`config.mk`:
```
export PLATFORM = sky130hd
export DESIGN_NAME = wildcard_pattern_match
export DESIGN_NICKNAME = d
export VERILOG_FILES = /design/src/design/wpm_pkg.sv /design/src/design/wpm_cell.sv /design/src/design/wildcard_pattern_match.sv
export SDC_FILE = /design/constraint.sdc
export NUM_CORES = 1
export LEC_CHECK = 0
export ABC_AREA = 1
export BUFFER_PORTS_ARGS = -buffer_cell sky130_fd_sc_hd__buf_2
export CAP_MARGIN = 20
export CORE_MARGIN = 3
export CORE_UTILIZATION = 55
export CTS_BUF_LIST = sky130_fd_sc_hd__clkbuf_8
export DETAILED_ROUTE_END_ITERATION = 8
export PLACE_DENSITY = 0.81
export SLEW_MARGIN = 20
export SYNTH_ARGS = -nofsm -noshare
export SYNTH_HDL_FRONTEND = slang
export SYNTH_SLANG_ARGS = --single-unit
```
`constraint.sdc`:
```
create_clock -name clk_i -period 6.65 [get_ports clk_i]
set_clock_uncertainty 0.05 [all_clocks]
set_input_delay 0 -clock clk_i [delete_from_list [all_inputs] [get_ports clk_i]]
set_output_delay 0 -clock clk_i [all_outputs]
set_load 0.05 [all_outputs]
```
`src/design/wpm_pkg.sv`:
```
// Package for the wildcard pattern matcher: sizes, codes and shared types.
package wpm_pkg;

  localparam int MaxPattern = 16;
  localparam int ByteW      = 8;
  localparam int LenW       = $clog2(MaxPattern + 1);
  localparam int WordW      = 64;
  localparam int PatW       = MaxPattern * ByteW;
  localparam int CfgIdxW    = 2;

  localparam logic [ByteW-1:0] StarCode  = 8'h2A;
  localparam logic [ByteW-1:0] QmarkCode = 8'h3F;

  typedef enum logic [CfgIdxW-1:0] {
    CfgLen  = 2'd0,
    CfgLow  = 2'd1,
    CfgHigh = 2'd2
  } cfg_idx_e;

  // Per-beat controls broadcast to every cell.
  typedef struct packed {
    logic adv;    // accepted beat that advances the row
    logic first;  // restart row before this byte
    logic empty;  // load the initial row only
  } ctl_t;

  // What one cell hands to its right neighbor (values for its prefix).
  typedef struct packed {
    logic init;   // initial-row bit
    logic cur;    // row bit the step starts from
    logic nxt;    // row bit after the step
  } link_t;

  typedef struct packed {
    logic full_match;
    logic end_of_string;
  } result_t;

endpackage

```
`src/design/wpm_cell.sv`:
```
// One pattern position: holds its match bit and extends the row recurrence.
module wpm_cell import wpm_pkg::*; (
  input  logic             clk_i,
  input  logic             rst_ni,
  input  ctl_t             ctl_i,
  input  logic [ByteW-1:0] text_byte_i,
  input  logic [ByteW-1:0] pat_byte_i,
  input  logic             active_i,
  input  link_t            left_i,
  output link_t            right_o
);

  logic row_q, row_d;
  logic is_star, hit;
  logic init_b, cur_b, nxt_b;

  always_comb begin
    is_star = (pat_byte_i == StarCode);
    hit     = (pat_byte_i == QmarkCode) || (pat_byte_i == text_byte_i);
    init_b  = active_i && left_i.init && is_star;
    cur_b   = ctl_i.first ? init_b : row_q;
    if (!active_i) begin
      nxt_b = 1'b0;
    end else if (is_star) begin
      nxt_b = left_i.nxt || cur_b;     // star chain ripples left to right
    end else begin
      nxt_b = hit && left_i.cur;
    end

    row_d = row_q;
    if (ctl_i.empty) begin
      row_d = init_b;
    end else if (ctl_i.adv) begin
      row_d = nxt_b;
    end

    right_o.init = init_b;
    right_o.cur  = cur_b;
    right_o.nxt  = nxt_b;
  end

  always_ff @(posedge clk_i or negedge rst_ni) begin
    if (!rst_ni) begin
      row_q <= 1'b0;
    end else begin
      row_q <= row_d;
    end
  end

endmodule

```
`src/design/wildcard_pattern_match.sv`:
```
// Top level of the streaming wildcard pattern matcher.
//
// Matches a text stream against a wildcard pattern of up to 16 bytes held in
// configuration registers ('?' = any one byte, '*' = any run, empty included).
// Each accepted input beat carries one text byte and yields exactly one result
// beat telling whether the text seen so far matches the whole pattern. A beat
// with first_byte restarts the text; a beat with empty_string reports the
// empty text (match only if the pattern is all stars) and ignores the byte.
// Throughput is one byte per clock, back to back, while in_stall_o is low;
// each result is written into the output queue as its byte is accepted. The
// match state lives in a row of 16 cells, one per pattern position, and the
// star chain ripples through all cells within the cycle, which sets the clock
// limit. Results pass through a two-entry output queue, so input keeps
// flowing while one result waits; in_stall_o rises only when both entries are held. Configuration is written
// through a plain write port (index 0 length, 1 bytes 0-7, 2 bytes 8-15) while idle, which the user must keep to;
// the block does not enforce it. A new pattern applies from the next byte. No clearing pass after reset.
module wildcard_pattern_match import wpm_pkg::*; (
  input  logic               clk_i,
  input  logic               rst_ni,
  // configuration
  input  logic               cfg_we_i,
  input  logic [CfgIdxW-1:0] cfg_index_i,
  input  logic [WordW-1:0]   cfg_data_i,
  // input beats
  input  logic               in_valid_i,
  output logic               in_stall_o,
  input  logic [ByteW-1:0]   text_byte_i,
  input  logic               first_byte_i,
  input  logic               last_byte_i,
  input  logic               empty_string_i,
  // result beats
  output logic               out_valid_o,
  input  logic               out_stall_i,
  output logic               full_match_o,
  output logic               end_of_string_o
);

  // Configuration registers
  logic [LenW-1:0]  pat_len_q;
  logic [WordW-1:0] pat_low_q, pat_high_q;
  logic [PatW-1:0]  pattern;
  logic [LenW-1:0]  eff_len;

  always_ff @(posedge clk_i or negedge rst_ni) begin
    if (!rst_ni) begin
      pat_len_q  <= '0;
      pat_low_q  <= '0;
      pat_high_q <= '0;
    end else if (cfg_we_i) begin
      unique case (cfg_idx_e'(cfg_index_i))
        CfgLen:  pat_len_q  <= cfg_data_i[LenW-1:0];
        CfgLow:  pat_low_q  <= cfg_data_i;
        CfgHigh: pat_high_q <= cfg_data_i;
        default: ;  // unused index, write dropped
      endcase
    end
  end

  assign pattern = {pat_high_q, pat_low_q};
  // Lengths past the cell count saturate.
  assign eff_len = (pat_len_q > LenW'(MaxPattern)) ? LenW'(MaxPattern) : pat_len_q;

  // Beat handshakes
  logic push, pop;
  assign push = in_valid_i && !in_stall_o;
  assign pop  = out_valid_o && !out_stall_i;

  ctl_t ctl;
  assign ctl.adv   = push && !empty_string_i;
  assign ctl.first = first_byte_i;
  assign ctl.empty = push && empty_string_i;

  // Prefix 0: matches at string start, never after a consumed byte.
  logic row0_q;
  always_ff @(posedge clk_i or negedge rst_ni) begin
    if (!rst_ni) begin
      row0_q <= 1'b0;
    end else if (ctl.empty) begin
      row0_q <= 1'b1;
    end else if (ctl.adv) begin
      row0_q <= 1'b0;
    end
  end

  // Cell chain
  link_t links [MaxPattern+1];
  logic [MaxPattern:0] init_v, nxt_v;

  assign links[0].init = 1'b1;
  assign links[0].cur  = first_byte_i ? 1'b1 : row0_q;
  assign links[0].nxt  = 1'b0;
  assign init_v[0]     = 1'b1;
  assign nxt_v[0]      = 1'b0;

  for (genvar g = 0; g < MaxPattern; g++) begin : g_cell
    wpm_cell u_cell (
      .clk_i       (clk_i),
      .rst_ni      (rst_ni),
      .ctl_i       (ctl),
      .text_byte_i (text_byte_i),
      .pat_byte_i  (pattern[g*ByteW +: ByteW]),
      .active_i    (LenW'(g) < eff_len),
      .left_i      (links[g]),
      .right_o     (links[g+1])
    );
    assign init_v[g+1] = links[g+1].init;
    assign nxt_v[g+1]  = links[g+1].nxt;
  end

  result_t res_new;
  assign res_new.full_match    = empty_string_i ? init_v[eff_len] : nxt_v[eff_len];
  assign res_new.end_of_string = empty_string_i || last_byte_i;

  // Two-entry result queue; slot 0 is the head.
  result_t    slot_q [2];
  result_t    slot_d [2];
  logic [1:0] count_q;
  logic       wr_idx;

  assign wr_idx = (count_q == 2'd2) ? 1'b1 : (count_q[0] && !pop);

  // Pop shifts slot 1 forward; a push in the same cycle lands behind any entry still held.
  always_comb begin
    slot_d[0] = slot_q[0];
    slot_d[1] = slot_q[1];
    if (pop) begin
      slot_d[0] = slot_q[1];
    end
    if (push) begin
      slot_d[wr_idx] = res_new;
    end
  end

  always_ff @(posedge clk_i or negedge rst_ni) begin
    if (!rst_ni) begin
      slot_q[0] <= '0;
      slot_q[1] <= '0;
    end else begin
      slot_q[0] <= slot_d[0];
      slot_q[1] <= slot_d[1];
    end
  end

  always_ff @(posedge clk_i or negedge rst_ni) begin
    if (!rst_ni) begin
      count_q <= '0;
    end else begin
      count_q <= count_q + {1'b0, push} - {1'b0, pop};
    end
  end

  assign in_stall_o      = (count_q == 2'd2);
  assign out_valid_o     = (count_q != 2'd0);
  assign full_match_o    = slot_q[0].full_match;
  assign end_of_string_o = slot_q[0].end_of_string;

endmodule

```
==> results.toml, run 1 <==
[yosys]
yosysTopAreaCellShare_pct = 40.74
avgSynthCellArea_um2 = 7.325
synth_edf_count = 0
async_flop_share_pct = 100.0
yosysTopAreaCell = "dfrtp_1"
synth_ff_type = "dfrtp_1"
ys_seq_area_share_pct = 40.74
synth-seq-cells = 156
netlist_area_um2 = 9582
synth_warnings = 0
synth_area_leaders = "dfrtp_1 (41%), nand2_1 (14%), o21ai_0 (8.2%), inv_1 (6.5%), xnor2_1 (5.6%)"
syn_nets = 1392
netlist_instances = 1308
synth_cell_types = 52

[routing]
drtPass1Iterations = 5
vias = 9493
route.detailed.drc = 0
postRouteAntennaNets = 0
wl_per_cell_um = 16.85
wirelength_um = 28090
drt_iter0_drc = 1166
via_per_inst = 5.695

[pwr]
p_int_mw = 1.849
power_leakage_nw = 5.356
p_sw_mw = 1.014
power_density_nw_per_um2 = 253.1
ir_drop_mv = 0.1414
comb_power_share_pct = 25.8
seq_power_share_pct = 44.9
p_clk_share_pct = 29.3
switching_share_pct = 35.41

[timing]
tightestPinTransition_ps = 957.8
setup_ws_ps = 1912
period_share_pct = 71.26
setup_viol = 0
hold_viol_final = 0
max_freq_ghz = 0.2110
drv_slew = 0
slew_headroom_pct = 35.56
min_period_ps = 4738
fin_setup_tns_ps = 0
rsz0062_at_grt = "false"

[layout]
n_antenna_cell = 0
area_growth_pct = 18.07
fin_nets = 1518
design_area_um2 = 11310
fin_util_pct = 67.27
drive_above_1_share_pct = 13.41
n_fill_cell = 1386

[grt]
grt_pass1_vias = 8825
antenna_found_initial = 0
grt_usage_pct = 30.42
grt_pass1_wl_um = 45000
grt_max_degree = 129
grt_overflow = 0

[hold_path]
hold_class = "in2reg"
hold_path_end = "pat_low_q[58]$_DFFE_PN0P_"
hold_path_startpoint = "cfg_index_i[0]"
holdPathStages = 3

[floorplanning]
start_util_pct = 56.97
rows = 47
core_area_um2 = 16820
io_pins = 86
die_w_um = 138.0
die-area_um2 = 19040
die_h_um = 138.0

[clock_network]
cts.sinks = 156
clk_latency_ps = 470
cts_made_buffers = 17
htreeDepth = 4
cts_tree = "done"
cts.path.max_buffers = 2
clockRootBuffer = "clkbuf_8"
clkTransAtPathRegs_ps = 90
postCtsSetupBuffers = 0

[critical_path]
slowest_delay_ps = 550
r2r_start = "pat_len_q[4]$_DFFE_PN0P_"
crit_path_max_fanout = 11
r2r_slack_ps = 1910
cp-start-kind = "flop"
cp.required_ps = 6950
worstSetupEndpointType = "flop"
cp_slowest_cell = "dlygate4sd3_1"
crit_arrival_ps = 5040
cpMostUsedCell = "nand2_1"
rr_worst_depth = 41
critPathKind = "reg2reg"

[placement]
gp_congestion = 1.009
io_buffers = 85
place_ws_ps = 2615
dp_hpwl_um = 18950
detailed_place.area_um2 = 10120

[status]
status = "completed"

[run]
drv_cap = 0
==> through the flow <==
step | std cells | total power [mW] | hold WS, ps
after global placement | 1563 | 1.960 | 78.08
final | 1667 | 2.863 | 27.37
after floorplan | 1308 | 1.761 | -345.6
after CTS | 1667 | 2.859 | 25.90
after detailed placement | 1563 | 1.982 | 87.93
after global routing | 1667 | 3.020 | 53.96
==> Yosys cell counts (3+ instances only) <==
library cell	instances
or2_2	26
clkinv_1	4
o2111ai_1	6
mux2_2	3
o221ai_1	10
a21oi_1	40
nor3_4	4
inv_2	4
dfrtp_1	156
nor2_2	3
o32ai_1	4
nor3b_1	3
inv_1	165
buf_2	14
clkbuf_1	35
o41ai_1	3
buf_1	4
o211ai_1	4
nand3_1	38
nand3b_1	3
nand2_2	18
nor4_1	15
xnor2_1	61
xor2_1	8
nor2_1	68
nand2_1	354
o21ai_0	157
nand4_1	51
nor3_1	15
==> power by group through the flow <==
stage | sequential [mW] | combinational (mW) | clock [mW]
after floorplan | 1.26 | 0.498 | 0
final | 1.29 | 0.740 | 0.838
after global routing | 1.31 | 0.829 | 0.884
after detailed placement | 1.30 | 0.687 | 0
after global placement | 1.29 | 0.669 | 0
after CTS | 1.28 | 0.732 | 0.848
==> cell usage in the layout, fill, tap and decap left out, types with 4 or more instances in the layout <==
cell	Yosys	routed
xnor2_1	61	61
o21ai_0	157	157
nor4_1	15	14
inv_2	4	4
a21oi_1	40	40
xor2_1	8	8
o221ai_1	10	10
nor3_1	15	15
buf_4	2	4
inv_1	165	166
nor2_1	68	68
nand2_1	354	354
nand2_2	18	18
dlygate4sd3_1	0	72
or2_2	26	26
bufinv_16	0	5
o32ai_1	4	4
clkbuf_8	0	18
dfrtp_1	156	156
clkinv_1	4	4
nand4_1	51	51
nand3_1	38	36
o211ai_1	4	4
o2111ai_1	6	6
buf_2	14	84
nor3_4	4	4
==> cell type report <==
type | count | area, µm² | share of cell area [%]
Clock buffer | 18 | 247.7 | 2.190
Clock inverter | 14 | 215.2 | 1.902
Inverter | 174 | 654.4 | 5.784
Multi-Input combinational cell | 923 | 4823 | 42.63
Sequential cell | 156 | 3904 | 34.51
Tap cell | 220 | 275.3 | 2.433
Timing Repair Buffer | 162 | 1194 | 10.55
==> worst max-delay path: cells and delay by family (launching register included) <==
kind / cells / cell delay (ps)
and+or+nand+nor: 36 / 2980
buffers and inverters: 2 / 720
DFF: 1 / 530
AOI/OAI and AO/OA: 3 / 340
==> worst max-delay path by stage <==
stage	cells after the start	slack, ps	end	start
final	41	1910	flop	pat_len_q[4]$_DFFE_PN0P_
after global routing	41	1450	flop	pat_len_q[4]$_DFFE_PN0P_
after CTS	41	2040	flop	pat_len_q[4]$_DFFE_PN0P_
after detailed placement	40	2620	full_match_o$_DFF_PN0_	pat_len_q[4]$_DFFE_PN0P_
after global placement	23	2710	full_match_o$_DFF_PN0_	pat_low_q[55]$_DFFE_PN0P_
after floorplan	40	3320	flop	pat_len_q[2]$_DFFE_PN0P_
==> flip-flops by register name (all words and copies together), names as in the netlist, named ones only <==
signal               count
count_q                  2
end_of_string_o          1
full_match_o             1
g_cell.u_cell.row_q     16
pat_high_q              64
pat_len_q                5
pat_low_q               64
row0_q                   1
==> cell families after synthesis <==
family                     count (synthesis)  synth area share [%]
DFF                                      156                 40.74
buffers and inverters                    229                 9.245
and+or+nand+nor                          608                 29.04
adders and majority gates                  2                0.2611
AOI/OAI and AO/OA                        241                 14.05
xor gates and xnor gates                  69                 6.307
muxes                                      3                0.3525
==> per-layer routing <==
layer  wire (µm)  up-vias  part of all wire [%]  track usage (%)
met5           0        -                     0                0
met4         773        0                   2.8            11.69
met3        2788       82                   9.9            6.604
met2       12750      470                    45            46.29
met1       11780     4422                    42            42.77
li1            -     4519                     -                -
==> repair_timing <==
| action | in CTS | in global routing |
|---|---|---|
| endpoints found under the hold margin | 229 | 0 |
| endpoints found under the setup margin | 0 | 0 |
| hold buffers | 72 | 0 |
| resized for setup | 0 | 0 |
No activity file was read; power rests on OpenSTA's default activity.
==> run 2, diff against run 1 <==
--- a/config.mk
+++ b/config.mk
@@ -5,14 +5,14 @@
 export SDC_FILE = /design/constraint.sdc
 export NUM_CORES = 1
 export LEC_CHECK = 0
-export ABC_AREA = 1
+export ABC_AREA = 0
 export BUFFER_PORTS_ARGS = -buffer_cell sky130_fd_sc_hd__buf_2
 export CAP_MARGIN = 20
 export CORE_MARGIN = 3
 export CORE_UTILIZATION = 55
 export CTS_BUF_LIST = sky130_fd_sc_hd__clkbuf_8
 export DETAILED_ROUTE_END_ITERATION = 8
-export PLACE_DENSITY = 0.81
+export PLACE_DENSITY = 0.83
 export SLEW_MARGIN = 20
 export SYNTH_ARGS = -nofsm -noshare
 export SYNTH_HDL_FRONTEND = slang
==> constraint.sdc (replaced) <==
create_clock -name clk_i -period 3.9 [get_ports clk_i]
set_clock_uncertainty 0.05 [all_clocks]
set_input_delay 0 -clock clk_i [delete_from_list [all_inputs] [get_ports clk_i]]
set_output_delay 0 -clock clk_i [all_outputs]
set_load 0.05 [all_outputs]
==> run 2 against run 1 <==
  * Routed wire length up 13%
  * Power rose by 79%
  * Via count shrank 5.0%
  * Non-clock buffer count rose by 56
  * First-iteration DRC count fell by 30%
  * Die area up 2.3%
  * Area after synthesis is 2.4% higher
  * Synthesized cell count is 25% lower
==> results.toml, run 2 <==
[status]
status = "completed"

[clock_network]
cts_tree = "done"
clk_latency_ps = 480
clkTransAtPathRegs_ps = 90
htreeDepth = 4
cts.path.max_buffers = 2
cts.sinks = 156
clockRootBuffer = "clkbuf_8"
cts_made_buffers = 17

[yosys]
yosysTopAreaCellShare_pct = 39.78
netlist_instances = 982
synth_ff_type = "dfrtp_1"
netlist_area_um2 = 9814
synth_area_leaders = "dfrtp_1 (40%), mux2_2 (15%), xnor2_1 (8.7%), xor2_1 (2.9%), nand4_1 (2.7%)"
synth_edf_count = 0
synth-seq-cells = 156
synth_warnings = 0
async_flop_share_pct = 100.0
syn_nets = 1066
synth_cell_types = 72
avgSynthCellArea_um2 = 9.994
ys_seq_area_share_pct = 39.78
yosysMostFrequentCell = "dfrtp_1"
synth_common_cells = "dfrtp_1 (156), mux2_2 (133), xnor2_1 (98)"
yosysTopAreaCell = "dfrtp_1"

[timing]
max_freq_ghz = 0.2644
setup_ws_ps = 118.3
slew_headroom_pct = 35.95
hold_ws_ps = 38.70
rsz0062_at_grt = "true"
hold_viol_final = 0
fin_setup_tns_ps = 0
min_period_ps = 3782
period_share_pct = 96.97
tightestPinTransition_ps = 960.8
setup_viol = 0
drv_slew = 0

[pwr]
switching_share_pct = 36.16
p_clk_share_pct = 25.8
ir_drop_mv = 0.3321
p_sw_mw = 1.853
power_leakage_nw = 4.852
p_int_mw = 3.271
report.power.total_mw = 5.124
comb_power_share_pct = 29.7
power_density_nw_per_um2 = 426.8
seq_power_share_pct = 44.5

[floorplanning]
die_h_um = 139.6
core_area_um2 = 17360
io_pins = 86
die-area_um2 = 19480
start_util_pct = 56.55
rows = 48
die_w_um = 139.6

[layout]
final_common_cell = "dfrtp_1"
biggestRegsByFlops = "pat_high_q (64), pat_low_q (64), g_cell.u_cell.row_q (16)"
n_fill_cell = 1195
final_cells = 1405
drive_above_1_share_pct = 28.64
area_growth_pct = 22.31
layout_common_cells = "dfrtp_1 (156), mux2_2 (133), xnor2_1 (98), buf_2 (84), dlygate4sd3_1 (75)"
fin_nets = 1251
n_antenna_cell = 0

[critical_path]
worstSetupEndpointType = "flop"
cp.required_ps = 4190
critPathKind = "reg2reg"
crit_path_max_fanout = 11
cp-start-kind = "flop"
crit_arrival_ps = 4070

[placement]
place_ws_ps = 61.41
io_buffers = 85
dp_hpwl_um = 21170
gp_congestion = 1.036
dp_cells = 1294

[routing]
via_per_inst = 6.416
postRouteAntennaNets = 0
vias = 9014
drtPass1Iterations = 5
wl_per_cell_um = 22.51
drt_iter0_drc = 815
route.detailed.drc = 0
wirelength_um = 31630

[grt]
grt_pass1_vias = 9248
grt_usage_pct = 32.40
grt_max_degree = 101
grt_pass1_wl_um = 50250
grt_overflow = 0
antenna_found_initial = 0

[run]
drv_cap = 0

[hold_path]
hold_class = "in2reg"
## run 2: cell types whose count changed in the layout (fill, tap and decap cells not counted), moves of 37 or more
cell / delta
nand2_1: -296
inv_1: -152
mux2_2: +130
o21ai_0: -107
buf_4: +54
xnor2_1: +37
## run 2: kinds of logic after synthesis
group,after synthesis,synth area share (%)
and+or+nand+nor,320,18.60
AOI/OAI and AO/OA,170,11.59
DFF,156,39.78
muxes,136,15.57
xor gates and xnor gates,130,11.60
buffers and inverters,68,2.614
adders and majority gates,2,0.2549
## run 2: final timing paths
path	start	to	slack (ps)	depth (start not counted)
worst max-delay path	pat_len_q[1]$_DFFE_PN0P_	flop	120	14
worst min-delay path	out_stall_i	full_match_o$_DFF_PN0_	40	6
worst max register to register	pat_len_q[1]$_DFFE_PN0P_	flop	120	14
worst min register to register	count_q[1]$_DFF_PN0_	count_q[1]$_DFF_PN0_	440	1
max in group asynchronous	rst_ni	pat_low_q[63]$_DFFE_PN0P_	2660	3
min in group asynchronous	rst_ni	pat_high_q[0]$_DFFE_PN0P_	140	2
## run 2: layout make-up
cell class / instances / area, µm² / area share [%]
clock inverters: 14 / 170.2 / 1.418
repair buffers: 218 / 1618 / 13.48
inverters: 16 / 60.06 / 0.5003
clock buffers: 18 / 247.7 / 2.064
well taps: 225 / 281.5 / 2.345
multi-input cells: 758 / 5723 / 47.68
flip-flops and latches: 156 / 3904 / 32.52
## run 2: critical path, stage by stage (launching register included)
cell,delay [ps]
dfrtp_1,460
or4_1,590
nand3_1,170
buf_4,150
nor4_4,40
buf_4,200
nand4_1,120
nand2_1,60
o211ai_1,560
o32ai_2,190
buf_4,180
nor3_1,300
nor3_2,60
o32ai_1,340
a41oi_2,160
## run 2: per-stage QoR
| stage | util, % | instance area [µm²] |
|---|---|---|
| finish | 69.16 | 12000 |
| global route | 69.16 | 12000 |
| CTS | 68.59 | 11910 |
| detailed placement | 61.86 | 10740 |
| global placement | 61.86 | 10740 |
| floorplan | - | 9814 |
## run 2: power by group through the flow
stage               clock network (mW)  registers (mW)  logic, mW
finish                            1.32            2.28       1.52
global route                      1.38            2.32       1.65
CTS                               1.32            2.26       1.47
detailed placement                   0            2.29       1.39
global placement                     0            2.26       1.34
floorplan                            0            2.23      0.981
## run 2: metal layers
layer	share of wire [%]	GRT usage, %
met4	4.2	14.18
met3	8.2	5.636
met2	49	54.61
met1	39	41.16
met5	0	0
## run 2: what timing repair did
| action | 4_1_cts | 5_1_grt |
|---|---|---|
| hold endpoints to repair | 234 | 0 |
| gates resized for setup | 0 | 12 |
| hold buffers | 75 | 0 |
| endpoints found under the setup margin | 0 | 9 |
| buffers inserted | 0 | 4 |
==> run 3, diff against run 2 <==
--- a/config.mk
+++ b/config.mk
@@ -12,8 +12,9 @@
 export CORE_UTILIZATION = 55
 export CTS_BUF_LIST = sky130_fd_sc_hd__clkbuf_8
 export DETAILED_ROUTE_END_ITERATION = 8
-export PLACE_DENSITY = 0.83
+export PLACE_DENSITY = 0.8
 export SLEW_MARGIN = 20
 export SYNTH_ARGS = -nofsm -noshare
 export SYNTH_HDL_FRONTEND = slang
+export SYNTH_HIERARCHICAL = 1
 export SYNTH_SLANG_ARGS = --single-unit
==> constraint.sdc (replaced) <==
create_clock -name clk_i -period 4.9 [get_ports clk_i]
set_clock_uncertainty 0.05 [all_clocks]
set_input_delay 0 -clock clk_i [delete_from_list [all_inputs] [get_ports clk_i]]
set_output_delay 0 -clock clk_i [all_outputs]
set_load 0.05 [all_outputs]
==> run 3 against run 2 <==
  * The flow now finishes with violations (negative setup slack)
  * Clock power down 20%
  * Sequential power down 19%
  * Sequential cell count unchanged
  * Critical path type unchanged
  * Largest cell class unchanged
==> results.toml, run 3 <==
[status]
status = "finished with violations"
violations = "negative setup slack"

[routing]
wirelength_um = 28320
vias = 8653
route.detailed.drc = 0
drtPass1Iterations = 5
postRouteAntennaNets = 0
via_per_inst = 5.742
wl_per_cell_um = 18.79
drt_iter0_drc = 670

[layout]
area_growth_pct = 28.27
final_common_cell = "buf_4"
layout_common_cells = "buf_4 (171), dfrtp_1 (156), xnor2_1 (130), mux2_2 (114), buf_2 (84)"
fin_util_pct = 72.68
biggestRegsByFlops = "pat_high_q (64), pat_low_q (64), g_cell.u_cell/row_q (16)"
drive_above_1_share_pct = 40.38
n_antenna_cell = 0
n_fill_cell = 1197
fin_nets = 1351

[pwr]
switching_share_pct = 33.09
power_density_nw_per_um2 = 352.3
p_clk_share_pct = 22.8
p_sw_mw = 1.538
ir_drop_mv = 0.1834
report.power.total_mw = 4.646
p_int_mw = 3.109
comb_power_share_pct = 37.3
seq_power_share_pct = 39.9
power_leakage_nw = 5.785

[floorplanning]
core_area_um2 = 18150
io_pins = 86
rows = 49
die_w_um = 142.7
start_util_pct = 56.66
die_h_um = 142.7
die-area_um2 = 20370

[grt]
grt_overflow = 0
antenna_found_initial = 0
grt_max_degree = 65
grt_pass1_wl_um = 45260
grt_usage_pct = 28.14
grt_pass1_vias = 8672

[clock_network]
cts.path.max_buffers = 2
clockRootBuffer = "clkbuf_8"
htreeDepth = 4
cts.sinks = 156
cts_made_buffers = 17
clk_latency_ps = 460
clkTransAtPathRegs_ps = 90
cts_tree = "done"

[timing]
setup_ws_ps = -6049
max_freq_ghz = 0.09133
hold_viol_final = 0
period_share_pct = 223.5
fin_setup_tns_ps = -39830
slew_headroom_pct = 37.08
hold_ws_ps = 8.396
tightestPinTransition_ps = 943.9
min_period_ps = 10950
setup_viol = 12
rsz0062_at_grt = "true"
drv_slew = 0

[yosys]
synth_warnings = 6
avgSynthCellArea_um2 = 10.44
netlist_instances = 985
netlist_area_um2 = 10280

[placement]
gp_congestion = 0.9513
place_ws_ps = -5991
io_buffers = 85
dp_hpwl_um = 18510

[hold_path]
hold_class = "in2async"

[run]
drv_cap = 0

[critical_path]
cp-start-kind = "flop"
crit_path_max_fanout = 3
worstSetupEndpointType = "flop"
critPathKind = "reg2reg"
cpMostUsedCell = "and3_4"
cp_slowest_cell = "dfrtp_1"
crit_arrival_ps = 11240
slowest_delay_ps = 410
cp.required_ps = 5190
-- run 3: per-stage QoR --
stage	cell area, µm²	instances
6_report	13190	1507
5_1_grt	13190	1507
4_1_cts	13120	1501
3_5_place_dp	11890	1388
3_3_place_gp	11890	1388
2_1_floorplan	10550	986
-- run 3: per-layer routing --
layer,global-route usage [%],vias up,routed length [µm]
met5,0,-,0
met4,10.56,0,1038
met3,5.358,75,1794
met2,47.30,319,13770
met1,36.21,4264,11710
li1,-,3995,-
-- run 3: worst paths after layout --
check	from	end	slack [ps]	cells past startpoint
setup / recovery	pat_len_q[4]$_DFFE_PN0P_	full_match_o$_DFF_PN0_	-6050	69
hold / removal	rst_ni	pat_high_q[34]$_DFFE_PN0P_	8	2
setup reg to reg	pat_len_q[4]$_DFFE_PN0P_	full_match_o$_DFF_PN0_	-6050	69
hold reg to reg	row0_q$_DFFE_PN0P_	row0_q$_DFFE_PN0P_	440	1
max in group asynchronous	rst_ni	pat_low_q[27]$_DFFE_PN0P_	3660	3
min in group clk_i	text_byte_i[6]	g_cell[0].u_cell/row_q$_DFFE_PN0P_	80	6
-- run 3: power groups by stage --
stage / sequential, mW / combinational, mW / clock [mW]
2_1_floorplan: 1.87 / 1.05 / 0
3_3_place_gp: 1.85 / 1.56 / 0
3_5_place_dp: 1.86 / 1.61 / 0
4_1_cts: 1.84 / 1.69 / 1.06
5_1_grt: 1.89 / 1.88 / 1.13
6_report: 1.85 / 1.73 / 1.06
-- run 3: cell type report --
class	count	area, µm²	area share (%)
clock buffer	18	247.7	1.878
clock inverter	12	172.7	1.309
inverter	23	86.33	0.6546
multi-input combinational	737	6016	45.61
sequential	156	3904	29.60
tap	229	286.5	2.172
timing repair buffer	332	2476	18.77
-- run 3: repair_timing --
action / CTS / global route
setup buffers: 7 / 6
pin swaps: 24 / 22
gates resized for setup: 0 / 4
setup endpoints to repair: 12 / 12
hold buffers: 76 / 0
hold endpoints to repair: 188 / 0
-- run 3: worst max-delay path: cells and delay by family (launching register included) --
kind,cells,cell delay (ps)
AND/OR/NAND/NOR,34,4090
multiplexers,15,4060
AO/OA/AOI/OAI,19,2120
flip-flops,1,410
buffers and inverters,1,50
